File: src/rtl/core/mpsm_pkg.sv
package mpsm_pkg;

  typedef enum logic [1:0] {
    ACT_CLEAR  = 2'd0,
    ACT_INSERT = 2'd1,
    ACT_BUILD  = 2'd2,
    ACT_SCAN   = 2'd3
  } action_t;

  typedef enum logic [1:0] {
    STAT_OK    = 2'd0,
    STAT_FULL  = 2'd1,
    STAT_PHASE = 2'd2
  } status_t;

  typedef enum logic {
    PH_INSERT = 1'b0,
    PH_BUILT  = 1'b1
  } phase_t;

  localparam int RESULT_CAP = 32;
  localparam int CAP_BITS   = 6;

  // Classified input word as handed from the front queue to the engine.
  typedef struct packed {
    action_t     action;
    logic [7:0]  sym;
    logic [15:0] idx;
    logic        first;
    logic        last;
  } item_t;

endpackage

File: src/rtl/core/mpsm_front.sv
module mpsm_front import mpsm_pkg::*; #(
  parameter int ALPHABET   = 256,
  parameter int INDEX_BITS = 16
) (
  input  logic        clk,
  input  logic        rst,
  input  logic        s_axis_tvalid,
  output logic        s_axis_tready,
  input  logic [23:0] s_axis_tdata,
  input  logic [2:0]  s_axis_tuser,
  input  logic        s_axis_tlast,
  input  logic        cfg_valid,
  output logic        cfg_ready,
  input  logic        cfg_data,
  output item_t       head_item,
  output logic        head_valid,
  input  logic        pop
);

  localparam logic [15:0] IDX_MASK =
    (INDEX_BITS >= 16) ? 16'hFFFF : 16'((32'd1 << INDEX_BITS) - 32'd1);

  logic        case_fold;
  item_t       queue [4];
  logic [1:0]  wr_ptr;
  logic [1:0]  rd_ptr;
  logic [2:0]  count;
  logic        push;
  logic [7:0]  folded;
  logic [15:0] rem;
  item_t       cls;

  assign cfg_ready     = 1'b1;
  assign s_axis_tready = (count != 3'd4);
  assign push          = s_axis_tvalid && s_axis_tready;
  assign head_valid    = (count != 3'd0);
  assign head_item     = queue[rd_ptr];

  always_comb begin
    folded = s_axis_tdata[7:0];
    if (case_fold && folded >= 8'h41 && folded <= 8'h5A) begin
      folded = folded + 8'h20;
    end
    // reduce into the alphabet, one shifted subtract per bit
    rem = {8'd0, folded};
    for (int i = 7; i >= 0; i--) begin
      if (rem >= (16'(ALPHABET) << i)) begin
        rem = rem - (16'(ALPHABET) << i);
      end
    end
    cls.action = action_t'(s_axis_tuser[1:0]);
    cls.sym    = rem[7:0];
    cls.idx    = s_axis_tdata[23:8] & IDX_MASK;
    cls.first  = s_axis_tuser[2];
    cls.last   = s_axis_tlast;
  end

  always_ff @(posedge clk) begin
    if (rst) begin
      case_fold <= 1'b0;
      wr_ptr    <= '0;
      rd_ptr    <= '0;
      count     <= '0;
    end else begin
      if (cfg_valid) begin
        case_fold <= cfg_data;
      end
      if (push) begin
        wr_ptr <= wr_ptr + 2'd1;
      end
      if (pop) begin
        rd_ptr <= rd_ptr + 2'd1;
      end
      count <= count + {2'd0, push} - {2'd0, pop};
    end
  end

  always_ff @(posedge clk) begin
    if (push) begin
      queue[wr_ptr] <= cls;
    end
  end

endmodule

File: config.mk
export PLATFORM = sky130hd
export DESIGN_NAME = mpsm_front
export DESIGN_NICKNAME = d
export VERILOG_FILES = /design/src/rtl/core/mpsm_pkg.sv /design/src/rtl/core/mpsm_front.sv
export SDC_FILE = /design/constraint.sdc
export NUM_CORES = 1
export LEC_CHECK = 0
export ABC_CLOCK_PERIOD_IN_PS = 2500
export BUFFER_PORTS_ARGS = -buffer_cell sky130_fd_sc_hd__buf_2
export CAP_MARGIN = 20
export CORE_ASPECT_RATIO = 0.9
export CORE_MARGIN = 5
export CORE_UTILIZATION = 56
export DETAILED_ROUTE_END_ITERATION = 16
export PLACE_DENSITY = 0.86
export SYNTH_ARGS = -nofsm -noshare
export SYNTH_HDL_FRONTEND = slang
export SYNTH_SLANG_ARGS = --single-unit
File: constraint.sdc
create_clock -name clk -period 2.5 [get_ports clk]
set_input_delay 0.5 -clock clk [delete_from_list [all_inputs] [get_ports clk]]
set_output_delay 0.5 -clock clk [all_outputs]
set_load 0.05 [all_outputs]
Yosys cells after proc, flatten, opt, wreduce, memory -nomap -nowiden
Memories as Yosys holds them, arrays and structs flattened. A register that Yosys moved wholly into a read port is not among the register bits.
Index checks and enable logic that the tools add are counted.
- $add $sub $neg: 5
- muxes and demuxes: 5
- shift operators: 0
- bitwise operators: 0
- divide/modulo/power cells: 0
- $mul: 0
- $lt $le $gt $ge: 2
- equal/unequal tests: 1
- reduce and logical (&&, ||, !) cells: 4
- operators with widths (kind ; number):
    $add A8 B6 Y8 const B ; 1
    $ge A8 B7 Y1 const B ; 1
    $le A8 B7 Y1 const B ; 1
    $mux W8 ; 1
    $add A2 B1 Y2 const B ; 2
    $mux W2 ; 2
    $add A3 B1 Y3 ; 1
    $logic_and A1 B1 Y1 ; 3
    $ne A3 B3 Y1 const B ; 1
    $reduce_bool A3 Y1 ; 1
    $sub A3 B1 Y3 ; 1
    $mux W1 ; 2
- memory bits (writable): 112
- memories kept: 1
- input bits: 34
- flip-flop bits (word level): 8
- ROM bits: 0
- latch bits: 0
- output and inout port bits: 31
- memories (name ; depth ; width ; rd ports ; clocked after memory_dff ; wr ports ; RTL line ; source):
    queue ; 4 ; 28 ; 1 ; 1 ; 1 ; mpsm_front.sv:24 ; item_t queue [4];

Depth between registers and ports, before layout
Gate-level depths: netlist (run 1).
- depth after elaboration: 4
- depth in mapped cells: 10

Worst setup path after synthesis (run 1)
No wires, ideal clock.
- kind: register to register
- start point: register count[1]
- end point: register count[2]
- path slack: 0.041 ns
- required time: 2.374 ns
- path buffers: 0
- stages on the path, launching flop included: 11
- data arrival time: 2.333 ns
- path through: dfxtp_1 > or3b_1 > and2_1 > inv_1 > ha_1 > inv_1 > ha_1 > fa_1 > xnor2_1 > xnor2_1 > nor2_1
- cells in the longest elaborated chain, start to end: 4
- ends and longest elaborated chain (element ; RTL line ; source):
    from (decl) ; mpsm_front.sv:27 ; logic [2:0] count;
    from (signal assigned) ; mpsm_front.sv:74 ; count <= count + {2'd0, push} - {2'd0, pop};
    $ne A3 B3 Y1 ; mpsm_front.sv:34 ; assign s_axis_tready = (count != 3'd4);
    named net s_axis_tready ; mpsm_front.sv:8 ; output logic s_axis_tready,
    $logic_and A1 B1 Y1 ; mpsm_front.sv:35 ; assign push = s_axis_tvalid && s_axis_tready;
    $add A3 B1 Y3 ; mpsm_front.sv:74 ;
    $sub A3 B1 Y3 ; mpsm_front.sv:74 ;
The timed path passes the listed nets, and every way through them passes these cells.
A chain may end at the register's enable or synchronous reset.

==> results of run 1 <==
## through the flow
stage	power, W	setup slack (ns)	area, µm²	utilization	hold WS [ns]
2_1_floorplan	0.00341	0.0414	4580	-	0.452
3_3_place_gp	0.00367	0.290	5040	0.628	0.478
3_5_place_dp	0.00371	0.191	5040	0.628	0.496
4_1_cts	0.00589	0.0502	5570	0.693	0.175
5_1_grt	0.00607	0.0133	5570	0.693	0.190
6_report	0.00584	0.111	5570	0.693	0.204
## report_power, final
| part | total (W) | leakage, nW | internal, W | switching, W |
|---|---|---|---|---|
| registers | 0.00254 | 1.11 | 0.00248 | 0.0000665 |
| logic | 0.00111 | 0.613 | 0.000339 | 0.000775 |
| clock network | 0.00218 | 0.247 | 0.00138 | 0.000798 |
## synthesized netlist by cell type, types with 2 or more instances
cell	instances	share of area
buf_2	2	0.0022
ha_1	7	0.019
nand2_1	3	0.0025
buf_4	2	0.0033
and3_1	4	0.0055
xnor2_1	4	0.0076
mux4_2	28	0.14
edfxtp_1	112	0.73
inv_1	6	0.0049
dfxtp_1	10	0.044
nor2_1	6	0.0049
nor2b_1	2	0.0027
buf_1	2	0.0016
## worst max-delay path, stage by stage, from the launching register on
cell and delay, ns:
dfxtp_2 0.34, buf_12 0.24, mux4_2 0.56, buf_2 0.23
## state kept, by name, indices dropped and copies added, names as in the netlist, named ones only
name / count
queue: 112
count: 3
rd_ptr: 2
wr_ptr: 2
case_fold: 1
## how the worst min path moves through the flow
stage / slack [ns] / from / endpoint
3_5_place_dp: 0.50 / wr_ptr[1] / wr_ptr[1]
4_1_cts: 0.18 / s_axis_tdata[8] / queue[1][2]
2_1_floorplan: 0.45 / case_fold / case_fold
6_report: 0.20 / s_axis_tdata[8] / queue[1][2]
3_3_place_gp: 0.48 / case_fold / case_fold
5_1_grt: 0.19 / s_axis_tdata[10] / queue[2][4]
## kinds of logic (layout without fill, tap and decap cells)
logic type / count (synthesis) / after routing
AO/OA/AOI/OAI: 5 / 5
XOR/XNOR: 5 / 5
adder cells (fa/ha/maj): 8 / 8
buffers and inverters: 14 / 105
flip-flops: 122 / 122
multiplexers: 30 / 30
other: 1 / 1
AND/OR/NAND/NOR: 21 / 21
## layout make-up
| cell class | count | area [µm²] | area share |
|---|---|---|---|
| timing repair buffer | 69 | 373 | 0.0670 |
| tap | 99 | 124 | 0.0222 |
| multi-input combinational | 70 | 956 | 0.172 |
| clock inverter | 11 | 106 | 0.0191 |
| inverter | 6 | 22.5 | 0.00404 |
| clock buffer | 19 | 422 | 0.0757 |
| sequential | 122 | 3560 | 0.640 |
## metal layers
layer | vias up | routed length [µm] | share of wire
met1 | 1135 | 3330 | 0.41
met3 | 6 | 454 | 0.057
met4 | 0 | 60 | 0.0075
met5 | - | 0 | 0
li1 | 996 | - | -
met2 | 67 | 4190 | 0.52
==> impl_metrics.tcl, run 1 <==
set metrics [dict create \
    status "finished clean" \
    p_leak_nw 1.97 \
    async_reset_ff_frac 0 \
    coreArea_um2 8030 \
    critPathMaxFanout 28 \
    period_share 0.956 \
    first_pass_iters 4 \
    cts_resized 0 \
    place_congestion 0.801 \
    maxCapViolCount 0 \
    fin_crit_ns 2.39 \
    start_kind "flop" \
    start_util 0.571 \
    routedWlPerCell_um 20.3 \
    critPathArrivalTime_ns 1.89 \
    r2r_setup_slack_ns 0.18 \
    post-cts-setup-buffers 0 \
    placementRows 31 \
    finalHoldViolCount 0 \
    dp.cells 366 \
    end_kind "output port" \
    htree_levels 4 \
    setup_viol 0 \
    peakVddDrop_mv 0.622 \
    drc 0 \
    grt_pass1_vias 2468 \
    postSynthCellCount 206 \
    antenna_found_initial 0 \
    synth_warnings 0 \
    fmax_mhz 419 \
    worstSetupPathType "flop to output port" \
    synth-xor-area-share 0.00956 \
    vias_per_cell 5.57 \
    hp-class "input pin to flop" \
    die_w_um 105 \
    num-fill-cells 508 \
    hold_buffers 0 \
    drtAntennaViolNets 0 \
    grt_usage 0.180 \
    grt_first_pass_wirelength_mm 13.0 \
    synthSimpleGateAreaFrac 0.0254 \
    drv_slew 0 \
    synth_adder_area_share 0.0235 \
    synth_seq_area_share 0.778 \
    cts_tree "yes" \
    synth_top_family_by_area "multiplexers" \
    io_pins 65 \
    endpoint "head_item[17]" \
    numCtsBuffers 17 \
    met3_usage 0.0691 \
    synth_area_per_cell_um2 22.2 \
    die_h_um 95.8 \
    cts-root-buf "clkbuf_8" \
    drtIter0Drc 115 \
    power_per_cell_area_nw_per_um2 1050 \
    reg2reg_from "count[1]" \
    fin_nets 328 \
    cp.required_ns 2.00 \
    wirelength_mm 8.03 \
    synth.distinct_cells 31 \
    syn-num-nets 248 \
    grtUsageMet2 0.299 \
    r2r_cells 10 \
    dieArea_um2 10100 \
    worstHoldPathCells 1 \
    layout-drive-gt1-share 0.414 \
    synthMuxAreaShare 0.142 \
    grt_max_degree 29 \
    rr_endpoint "count[2]" \
    grt_busiest_layer "met2" \
    hpwl_mm 4.77 \
    tns_ns 0 \
    cts_sinks 122 \
    ys.flop_type "edfxtp_1" \
    cts_max_path_buffers 2 \
    grt_overflow 0 \
    skew_ns 0.00715 \
    synth_compound_area_frac 0.00710 \
    vias 2204 \
    layout_commonest_cell "edfxtp_1" \
    stdcell_count 396 \
    synth-edff-count 112 \
    use_met1 0.219 \
    syn_area_um2 4580 \
    final_cell_mix "edfxtp_1, buf_2, mux4_2" \
    port_buffers 63 \
    syn_to_final_growth_pct 21.5 \
    synth-seq-cells 122 \
    clk_pin_slew_ns 0.06 \
    rsz0062_at_grt "no" \
    clock_latency_ns 0.51 \
    num_antenna_cells 0 \
]
Power figures use the tool's default switching activity.
==> run 2, diff against run 1 <==
--- a/config.mk
+++ b/config.mk
@@ -13,6 +13,7 @@
 export CORE_UTILIZATION = 56
 export DETAILED_ROUTE_END_ITERATION = 16
 export PLACE_DENSITY = 0.86
+export RECOVER_POWER = 50
 export SYNTH_ARGS = -nofsm -noshare
 export SYNTH_HDL_FRONTEND = slang
 export SYNTH_SLANG_ARGS = --single-unit
==> run 2 against run 1 <==
Total power shrank 0.14%. Critical path type unchanged. Count of clock-buffer cells in the layout is the same. Utilization shrank 0.42 points.
==> impl_metrics.tcl, run 2 (synthesized netlist as in run 1, its figures left out) <==
set metrics [dict create \
    status "finished clean" \
    drv_slew 0 \
    vias_per_cell 5.56 \
    fmax_mhz 419 \
    tns_ns 0 \
    fin_crit_ns 2.39 \
    hp-class "input pin to flop" \
    setup_viol 0 \
    power_per_cell_area_nw_per_um2 1050 \
    numCtsBuffers 17 \
    p_leak_nw 1.90 \
    largest_register_ffs 112 \
    layout-drive-gt1-share 0.330 \
    r2r_setup_slack_ns 0.18 \
    design_area_um2 5530 \
    top_regs "queue x112, count x3" \
    grt_first_pass_wirelength_mm 13.0 \
    antenna_found_initial 0 \
    dp.cells 366 \
    rsz0062_at_grt "no" \
    die_w_um 105 \
    coreArea_um2 8030 \
    first_pass_iters 4 \
    peakVddDrop_mv 0.621 \
    critPathArrivalTime_ns 1.89 \
    hpwl_mm 4.77 \
    drtIter0Drc 97 \
    cts-root-buf "clkbuf_8" \
    maxCapViolCount 0 \
    cts_resized 0 \
    grt_max_degree 29 \
    io_pins 65 \
    post-cts-setup-buffers 0 \
    wirelength_mm 8.07 \
    routedWlPerCell_um 20.4 \
    drc 0 \
    final_cell_mix "edfxtp_1, buf_2, mux4_2" \
    drtAntennaViolNets 0 \
    port_buffers 63 \
    end_kind "output port" \
    finalHoldViolCount 0 \
    grt_pass1_vias 2468 \
    hold_buffers 0 \
    syn_to_final_growth_pct 20.7 \
    period_share 0.955 \
    place_congestion 0.801 \
    cts_sinks 122 \
    vias 2202 \
    cts_tree "yes" \
    worstSetupPathType "flop to output port" \
    die_h_um 95.8 \
    num_antenna_cells 0 \
    power_frac_comb 0.190 \
    dieArea_um2 10100 \
    critPathMaxFanout 28 \
    placementRows 31 \
    p_switching_w 0.00164 \
    final_util 0.689 \
    htree_levels 4 \
    tightest_slew_ns 0.828 \
    grt_overflow 0 \
    cts_max_path_buffers 2 \
    slew_headroom 0.448 \
    num-fill-cells 523 \
    grt_usage 0.180 \
    layout_commonest_cell "edfxtp_1" \
    skew_ns 0.00693 \
    start_kind "flop" \
    dpl_cell_area_um2 5040 \
    start_util 0.571 \
    power_frac_seq 0.436 \
    p_clk_frac 0.374 \
    clk_pin_slew_ns 0.06 \
    p_int_w 0.00419 \
    switching_share 0.281 \
    cp.required_ns 2.00 \
    stdcell_count 396 \
    fin_nets 328 \
    top_register "queue" \
    clock_latency_ns 0.51 \
]
run 2: changes by cell type in the layout (fill, tap and decap cells not counted), sizes merged:
cell	previous run	this run
clkbuf	19	45
buf	69	43
run 2: cell type report:
class / count / area, µm² / share of cell area
sequential: 122 / 3560 / 0.644
clock buffer: 19 / 422 / 0.0762
timing repair buffer: 69 / 339 / 0.0613
tap: 99 / 124 / 0.0224
inverter: 6 / 22.5 / 0.00407
multi-input combinational: 70 / 956 / 0.173
clock inverter: 11 / 106 / 0.0192
run 2: power groups by stage:
stage               clock (W)  combinational [W]  sequential [W]
global placement            0            0.00111         0.00257
detailed placement          0            0.00113         0.00258
global route          0.00231            0.00119         0.00256
floorplan                   0           0.000855         0.00256
CTS                   0.00222            0.00114         0.00254
finish                0.00218            0.00111         0.00254
run 2: layer usage:
metal	share of wire	track usage	wire length [µm]	vias up
met4	0.014	0.0590	109	0
met1	0.41	0.219	3340	1126
met5	0	0	0	-
met2	0.51	0.299	4140	73
li1	-	-	-	995
met3	0.060	0.0691	483	8
run 2: stage by stage:
step / hold slack, ns / setup slack, ns / power [W]
2_1_floorplan: 0.452 / 0.0414 / 0.00341
5_1_grt: 0.248 / 0.0133 / 0.00606
3_5_place_dp: 0.496 / 0.191 / 0.00371
6_report: 0.247 / 0.114 / 0.00583
4_1_cts: 0.175 / 0.0502 / 0.00589
3_3_place_gp: 0.478 / 0.290 / 0.00367
run 2: path summary, 6_finish.rpt:
kind | startpoint | endpoint | cells past startpoint
hold / removal | s_axis_tdata[8] | queue[1][2] | 1
setup / recovery | flop | head_item[17] | 3
setup reg to reg | count[1] | count[2] | 10
hold reg to reg | wr_ptr[1] | wr_ptr[1] | 2
run 2: worst max-delay path, stage by stage, from the launching register on:
cell     delay (ns)
dfxtp_2        0.34
buf_12         0.24
mux4_2         0.56
buf_2          0.23
